==> config.mk <==
export PLATFORM = sky130hd
export DESIGN_NAME = priority_bitmap_task_scheduler
export DESIGN_NICKNAME = d
export VERILOG_FILES = /design/src/sv/pbts_pkg.sv /design/src/sv/pbts_ram.sv /design/src/sv/priority_bitmap_task_scheduler.sv
export SDC_FILE = /design/constraint.sdc
export NUM_CORES = 2
export LEC_CHECK = 0
export ABC_AREA = 1
export BUFFER_PORTS_ARGS = -buffer_cell sky130_fd_sc_hd__buf_2
export CAP_MARGIN = 10
export CORE_UTILIZATION = 40
export CTS_CLUSTER_SIZE = 8
export DETAILED_ROUTE_END_ITERATION = 12
export PLACE_DENSITY_LB_ADDON = 0.12
export SLEW_MARGIN = 20
export SYNTH_ARGS = -nofsm -noshare
export SYNTH_HDL_FRONTEND = slang
export SYNTH_SLANG_ARGS = --single-unit
export TNS_END_PERCENT = 5
==> constraint.sdc <==
create_clock -name clk -period 8.2 [get_ports clk]
set_clock_uncertainty 0.2 [all_clocks]
set_input_delay 0.82 -clock clk [delete_from_list [all_inputs] [get_ports clk]]
set_output_delay 0.82 -clock clk [all_outputs]
set_load 0.03 [all_outputs]
==> src/sv/pbts_pkg.sv <==
// ----------------------------------------------------------------------------
// pbts_pkg
// Shared types and constants of the priority bitmap task scheduler.
// ----------------------------------------------------------------------------
package pbts_pkg;

	localparam int NUM_PRIORITIES_DEF = 32;
	localparam int TICK_BITS_DEF      = 32;

	localparam logic [31:0] PRESENT_RESET = 32'h8000_0000;

	localparam logic [2:0] CMD_TICK     = 3'd0;
	localparam logic [2:0] CMD_DELAY    = 3'd1;
	localparam logic [2:0] CMD_SUSPEND  = 3'd2;
	localparam logic [2:0] CMD_RESUME   = 3'd3;
	localparam logic [2:0] CMD_SCHEDULE = 3'd4;

	typedef enum logic [1:0] {
		ST_IDLE,
		ST_TICK,
		ST_PICK
	} state_t;

	typedef struct packed {
		logic [2:0]  command;
		logic [4:0]  task_prio;
		logic [31:0] delay_ticks;
	} request_t;

	typedef struct packed {
		logic [4:0]  next_task;
		logic        switch_needed;
		logic [31:0] ready_bits;
	} result_t;

endpackage

==> src/sv/pbts_ram.sv <==
// ----------------------------------------------------------------------------
// pbts_ram
// Simple dual-port RAM: one write port, one read port, registered read data.
// ----------------------------------------------------------------------------
module pbts_ram #(
	parameter int WIDTH = 32,
	parameter int DEPTH = 32
) (
	input  logic                     clk,
	input  logic                     we,
	input  logic [$clog2(DEPTH)-1:0] waddr,
	input  logic [WIDTH-1:0]         wdata,
	input  logic                     re,
	input  logic [$clog2(DEPTH)-1:0] raddr,
	output logic [WIDTH-1:0]         rdata
);

	logic [WIDTH-1:0] mem [DEPTH];

	always_ff @(posedge clk) begin
		if (we) begin
			mem[waddr] <= wdata;
		end
		if (re) begin
			rdata <= mem[raddr];
		end
	end

endmodule

==> src/sv/priority_bitmap_task_scheduler.sv <==
// ----------------------------------------------------------------------------
// priority_bitmap_task_scheduler
// Scheduler with one task per priority; delay counters live in a RAM.
// ----------------------------------------------------------------------------
// Tick: busy while the counters are read, one a cycle through the counter RAM port,
//   then while the last write-back finishes and while the pick is made; the result
//   strobe comes in the cycle busy falls. Other commands: busy while the pick is
//   made, result in the next cycle.
// Next request may start in the cycle the result is shown.
// Reset: asynchronous; counters read as zero until written, idle task current.
// ----------------------------------------------------------------------------
module priority_bitmap_task_scheduler #(
	parameter int NUM_PRIORITIES = pbts_pkg::NUM_PRIORITIES_DEF,
	parameter int TICK_BITS      = pbts_pkg::TICK_BITS_DEF
) (
	input  logic               clk,
	input  logic               arst_n,
	input  logic               start,
	output logic               busy,
	input  pbts_pkg::request_t req,
	output logic               done,
	output pbts_pkg::result_t  rsp,
	input  logic               cfg_valid,
	output logic               cfg_ready,
	input  logic [31:0]        cfg_data
);

	localparam int PRIO_W = $clog2(NUM_PRIORITIES);
	localparam int IDX_W  = $clog2(NUM_PRIORITIES + 1);
	localparam logic [PRIO_W-1:0]         IDLE_PRIO   = PRIO_W'(NUM_PRIORITIES - 1);
	localparam logic [IDX_W-1:0]          SWEEP_END   = IDX_W'(NUM_PRIORITIES);
	localparam logic [NUM_PRIORITIES-1:0] PRESENT_RST =
		pbts_pkg::PRESENT_RESET[NUM_PRIORITIES-1:0];

	pbts_pkg::state_t state_q, state_d;

	logic [NUM_PRIORITIES-1:0] present_q;
	logic [NUM_PRIORITIES-1:0] ready_q;
	logic [NUM_PRIORITIES-1:0] susp_q;
	logic [NUM_PRIORITIES-1:0] vld_q;
	logic [PRIO_W-1:0]         cur_q;
	logic [2:0]                cmd_q;
	logic [IDX_W-1:0]          idx_q;
	logic                      tick_s1;
	logic [PRIO_W-1:0]         tidx_s1;
	logic                      done_q;
	pbts_pkg::result_t         rsp_q;

	logic                 accept;
	logic                 cfg_we;
	logic                 prio_ok;
	logic [PRIO_W-1:0]    prio_idx;
	logic                 rd_en;
	logic                 mem_we;
	logic [PRIO_W-1:0]    mem_waddr;
	logic [TICK_BITS-1:0] mem_wdata;
	logic [TICK_BITS-1:0] mem_rdata;
	logic [TICK_BITS-1:0] cnt_s1;
	logic                 tick_we;
	logic                 tick_rdy;
	logic [PRIO_W-1:0]    pick;
	logic                 sched_cmd;

	pbts_ram #(
		.WIDTH (TICK_BITS),
		.DEPTH (NUM_PRIORITIES)
	) u_cnt_ram (
		.clk   (clk),
		.we    (mem_we),
		.waddr (mem_waddr),
		.wdata (mem_wdata),
		.re    (rd_en),
		.raddr (idx_q[PRIO_W-1:0]),
		.rdata (mem_rdata)
	);

	assign prio_ok  = {1'b0, req.task_prio} < 6'(NUM_PRIORITIES);
	assign prio_idx = req.task_prio[PRIO_W-1:0];

	// never-written counters read as zero
	assign cnt_s1   = vld_q[tidx_s1] ? mem_rdata : '0;
	assign tick_we  = tick_s1 && present_q[tidx_s1] && (cnt_s1 != '0);
	assign tick_rdy = tick_s1 && present_q[tidx_s1] && !susp_q[tidx_s1]
		&& (cnt_s1 <= TICK_BITS'(1));

	assign sched_cmd = (cmd_q == pbts_pkg::CMD_DELAY) || (cmd_q == pbts_pkg::CMD_SCHEDULE);

	// highest priority is the lowest set bit; idle task when none is set
	always_comb begin
		pick = IDLE_PRIO;
		for (int i = NUM_PRIORITIES - 1; i >= 0; i--) begin
			if (ready_q[i]) begin
				pick = PRIO_W'(i);
			end
		end
	end

	always_comb begin
		state_d = state_q;
		unique case (state_q)
			pbts_pkg::ST_IDLE: begin
				if (accept) begin
					state_d = (req.command == pbts_pkg::CMD_TICK) ?
						pbts_pkg::ST_TICK : pbts_pkg::ST_PICK;
				end
			end
			pbts_pkg::ST_TICK: begin
				// last write-back happens in this cycle
				if (idx_q == SWEEP_END) begin
					state_d = pbts_pkg::ST_PICK;
				end
			end
			pbts_pkg::ST_PICK: begin
				state_d = pbts_pkg::ST_IDLE;
			end
			default: begin
				state_d = pbts_pkg::ST_IDLE;
			end
		endcase
	end

	always_comb begin
		busy      = (state_q != pbts_pkg::ST_IDLE);
		accept    = start && !busy;
		cfg_ready = !busy && !start;
		cfg_we    = cfg_valid && cfg_ready;
		rd_en     = (state_q == pbts_pkg::ST_TICK) && (idx_q < SWEEP_END);
		if (state_q == pbts_pkg::ST_TICK) begin
			mem_we    = tick_we;
			mem_waddr = tidx_s1;
			mem_wdata = cnt_s1 - TICK_BITS'(1);
		end else begin
			mem_we    = accept && (req.command == pbts_pkg::CMD_DELAY);
			mem_waddr = cur_q;
			mem_wdata = req.delay_ticks[TICK_BITS-1:0];
		end
		done = done_q;
		rsp  = rsp_q;
	end

	always_ff @(posedge clk or negedge arst_n) begin
		if (!arst_n) begin
			state_q   <= pbts_pkg::ST_IDLE;
			present_q <= PRESENT_RST;
			ready_q   <= PRESENT_RST;
			susp_q    <= '0;
			vld_q     <= '0;
			cur_q     <= IDLE_PRIO;
			cmd_q     <= pbts_pkg::CMD_TICK;
			idx_q     <= '0;
			tick_s1   <= 1'b0;
			done_q    <= 1'b0;
		end else begin
			state_q <= state_d;
			tick_s1 <= rd_en;
			done_q  <= (state_q == pbts_pkg::ST_PICK);

			if (mem_we) begin
				vld_q[mem_waddr] <= 1'b1;
			end

			if (accept) begin
				cmd_q <= req.command;
				idx_q <= '0;
			end else if (rd_en) begin
				idx_q <= idx_q + IDX_W'(1);
			end

			if (cfg_we) begin
				present_q <= cfg_data[NUM_PRIORITIES-1:0];
				ready_q   <= cfg_data[NUM_PRIORITIES-1:0];
			end else if (accept) begin
				unique case (req.command)
					pbts_pkg::CMD_DELAY: begin
						ready_q[cur_q] <= 1'b0;
					end
					pbts_pkg::CMD_SUSPEND: begin
						if (prio_ok) begin
							ready_q[prio_idx] <= 1'b0;
							susp_q[prio_idx]  <= 1'b1;
						end
					end
					pbts_pkg::CMD_RESUME: begin
						if (prio_ok) begin
							susp_q[prio_idx] <= 1'b0;
						end
					end
					default: begin
					end
				endcase
			end else if (tick_rdy) begin
				ready_q[tidx_s1] <= 1'b1;
			end

			if (state_q == pbts_pkg::ST_PICK && sched_cmd) begin
				cur_q <= pick;
			end
		end
	end

	// sweep pipeline and result registers carry no reset
	always_ff @(posedge clk) begin
		tidx_s1 <= idx_q[PRIO_W-1:0];
		if (state_q == pbts_pkg::ST_PICK) begin
			rsp_q.next_task     <= 5'(pick);
			rsp_q.switch_needed <= sched_cmd && (pick != cur_q);
			rsp_q.ready_bits    <= 32'(ready_q);
		end
	end

endmodule
==> summary by stage <==
Place
Input and output buffers added on the ports amount to 116. After detailed placement, the total cell area comes to 54180 um2. The wire-length estimate of the detail-placed layout is 98890 um.

The cell count after placement is 5854. The final weighted congestion in routability-driven placement is 0.8631.

Synthesis
The number of warnings issued by yosys is 0. By area the synthesized netlist is led by sky130_fd_sc_hd__edfxtp_1 64%, sky130_fd_sc_hd__o21ai_0 6.8%, sky130_fd_sc_hd__dfrtp_1 6.8%. The number of nets handed over by synthesis was 4336. The largest area contributor in the netlist is sky130_fd_sc_hd__edfxtp_1.

The mapped cell area is 51140 um2. The distinct cell type count of the synthesized netlist is 44. The count of flip-flops with a built-in enable after synthesis is 1094. The most frequently used flop master after synthesis is sky130_fd_sc_hd__edfxtp_1. For this run, the register share of the synthesized area comes to 71.60%. The share of synthesized registers carrying an async set or reset is 11.73%.

The average size of a mapped cell is 12.02 um2. Counting every instance in the synthesized netlist gives 4256. The flip-flop and latch count after synthesis is 1245.

The synthesized design devotes to its leading area cell type 64.24% of total area.

Min path
The end point of the worst hold path is present_q[31]$_DFFE_PN1P_. Counting instances, the worst hold path has a depth of 3. The worst hold path belongs to the class in2reg. The worst hold path begins at cfg_data[31].

Status
The flow ran to the end, and the final reports show no timing, DRC or antenna violations.

Layout
Relative to the synthesized area, the layout overhead comes to 15.58%. The filler cell count is 11.41k. The finished cells cover 59100 um2. In the layout the commonest cells are 1094 x sky130_fd_sc_hd__edfxtp_1, 681 x sky130_fd_sc_hd__o21ai_0, 644 x sky130_fd_sc_hd__nor2_1. The most common cell after layout, fill and taps aside is sky130_fd_sc_hd__edfxtp_1.

The number of non-filler instances in the completed layout is 6093. The number of nets in the layout is 4466. In the final layout, the share of cells above drive strength 1 is 12.50%.

Clocking
The clock slew seen by the registers of the worst setup and hold paths is 0.05 ns. Clock tree synthesis inserted a total of 174 buffers. The longest clock path from root to sink contains 3 buffers. The total number of clock tree sinks is 1245.

The number of gates resized after CTS was 0. The clock root buffer is sky130_fd_sc_hd__clkbuf_16. The number of H-tree branching levels is 4. The clock latency of the later-clocked register in the worst-skew pair is 0.78 ns. TritonCTS built the clock tree.

Route
Across all layers, the routed design uses 35.56k vias. For this block, the routed nets add up to 166000 um of wire. In this run, the number of DRC markers left after iteration 0 of detailed routing was 4063.

The number of optimization iterations in the first detailed-route pass is 6. Dividing the detail-routed via count by the number of cells gives 5.836. After detailed routing, the average wire length per cell comes to 27.25 um. The detailed-route DRC error count is 0. The post-route antenna net violation count is 0.

Floorplanning
The die height is 359.6 um. The floorplan step defined a die boundary enclosing 129300 um2. The number of placement rows is 130. During I/O placement, the number of pins put on the boundary was 117. For this configuration, the core starts out at a cell density of 40.51%.

The floorplan step set the die width to 359.6 um. The placeable core region is 126200 um2.

Worst setup path
The nature of the critical path endpoint is a register. For this design, the slowest cell found on the critical path is sky130_fd_sc_hd__dfxtp_1. For the worst flop-to-flop path, the logic depth is 20. In this run the critical register-to-register path is captured at u_cnt_ram.mem[24][10]$_DFFE_PP_. Traced cell by cell, the critical path runs through inv_2, nor2_4, inv_2, o22ai_1, o21ai_1, nand2_1, nor2_1, nand2_2, inv_2, nor2_1, inv_1, nand4_1, nor2_2, inv_2, nor2_1, o32ai_4, nand3_2, buf_4, nor2_4, buf_4. On the worst path, the slowest cell contributes a delay of 0.84 ns.

At the worst endpoint, the required time is 8.46 ns. The kind of start point of the critical path is a register. In this run the worst path has a maximum fanout of 32. The most repeated library cell on the critical path is sky130_fd_sc_hd__inv_2. The startpoint identified for the worst register-to-register timing path is tidx_s1[0]$_DFF_P_. The class of the most critical setup path is reg2reg. The reg2reg setup slack is 1.60 ns.

The data arrival at the endpoint of the critical path is 6.86 ns.

Timing
The number of max-slew violations in the final report is 0. Dividing the final minimum period by the clock period gives 80.50%. The relative slew slack is 24.82%. Setup total negative slack on the finished layout was measured at 0 ns. Setup violations remaining at the end of the flow were counted as 0. The final-report hold violation count is 0. Setup repair after global routing left no endpoint under its margin. The achievable clock frequency is 0.1515 GHz. The minimum period implied by the final worst setup slack is 6.601 ns. The slew at the pin with the worst max-slew slack is 1.123 ns.

Global route
Global routing used 25.33% of the available tracks across all layers. The first global-routing pass estimated 240400 um of wire. The number of antenna violations at the first check in global routing is 10.

The remaining global-route overflow is 0. Entering global routing, the biggest net connects 157 pins. The via count of the first global-routing pass is 34.18k.

Power and ir drop
The leakage dissipation is 22.14 nW. Power spread over the standard cell area amounts to 227.7 nW/um2. IR analysis of the VDD net gives a maximum drop of 0.2245 mV.

Run
The max-cap violation count is 0.
-- cells in the mapped netlist (all sizes together) (19+ instances only) --
cell type  count
edfxtp      1094
o21ai        739
nor2         691
nand2        366
clkbuf       246
inv          213
o22ai        176
dfrtp        139
nand3        135
o221ai        96
a21oi         69
nand4         45
a31oi         39
o211ai        33
o32ai         33
buf           29
a211oi        24
nor3          19
-- worst max-delay path: cells and delay by family, from the launching register on --
kind                   cells  cell delay [ns]
AOI/OAI and AO/OA          3             0.54
DFF                        1             0.84
buffers and inverters      7             1.69
and+or+nand+nor           10             2.96
-- report_power, final --
group          internal [W]  switching (W)  leakage [nW]
sequential          0.00683      0.0000137          13.5
clock               0.00387        0.00262          2.32
combinational     0.0000376      0.0000879          6.32
total                0.0107        0.00272          22.1
-- per-layer routing --
| metal | global-route usage [%] | vias up | share of wire, % |
|---|---|---|---|
| li1 | - | 15870 | - |
| met1 | 36.87 | 17920 | 44 |
| met2 | 38.66 | 1521 | 45 |
| met3 | 3.992 | 259 | 7.5 |
| met4 | 8.539 | 0 | 3.1 |
| met5 | 0 | - | 0 |
-- final cells by class --
cell class                 instances  area [um2]  share of cell area (%)
antenna                            4       10.01                 0.01694
clock buffer                     216        4597                   7.778
clock inverter                    13       173.9                  0.2943
inverter                         216       833.3                   1.410
multi-input combinational       2520       13230                   22.39
sequential                      1245       36630                   61.97
tap                             1650        2064                   3.493
timing repair buffer             229        1568                   2.653
-- worst max-delay path by stage --
stage	to	cells after the start	startpoint	slack, ns
6_report	u_cnt_ram.mem[24][10]$_DFFE_PP_	20	tidx_s1[0]$_DFF_P_	1.60
5_1_grt	u_cnt_ram.mem[24][5]$_DFFE_PP_	20	tidx_s1[0]$_DFF_P_	1.35
4_1_cts	u_cnt_ram.mem[31][4]$_DFFE_PP_	19	tidx_s1[0]$_DFF_P_	1.65
3_5_place_dp	u_cnt_ram.mem[31][6]$_DFFE_PP_	19	tidx_s1[0]$_DFF_P_	1.68
3_3_place_gp	u_cnt_ram.mem[31][6]$_DFFE_PP_	23	tidx_s1[0]$_DFF_P_	1.91
2_1_floorplan	u_cnt_ram.mem[13][0]$_DFFE_PP_	19	tidx_s1[2]$_DFF_P_	3.56
-- per-stage QoR --
stage	power [W]	utilization (%)	hold slack, ns	setup WS [ns]
after global placement	0.007087	42.90	0.2355	1.910
after detailed placement	0.007087	42.93	0.2378	1.676
after CTS	0.01355	46.71	0.07843	1.647
final	0.01346	46.82	0.1274	1.599
after floorplan	0.007016	-	0.1454	3.555
after global routing	0.01381	46.82	0.1346	1.349
-- sequential cells by signal, indices dropped and copies added, names as in the netlist, 3 cells and up, named ones only --
name	count
cur_q	5
rsp	38
present_q	32
ready_q	32
idx_q	6
u_cnt_ram.rdata	32
u_cnt_ram.mem	1024
cmd_q	3
vld_q	32
tidx_s1	5
-- timing repair --
action | 4_1_cts | 5_1_grt
hold buffers | 1 | 0
endpoints found under the hold margin | 66 | 0
setup buffers | 0 | 0
-- kinds of logic (layout without fill, tap and decap cells) --
logic type | Yosys count | in the layout | synth area share (%)
flops | 1245 | 1245 | 71.60
other cells | 0 | 4 | 0
buf+inv | 491 | 674 | 3.753
simple gates | 1259 | 1259 | 10.07
fa+ha+maj | 4 | 4 | 0.09787
compound gates | 1236 | 1236 | 14.12
xor+xnor | 21 | 21 | 0.3597
No activity file was read; power rests on OpenSTA's default activity.
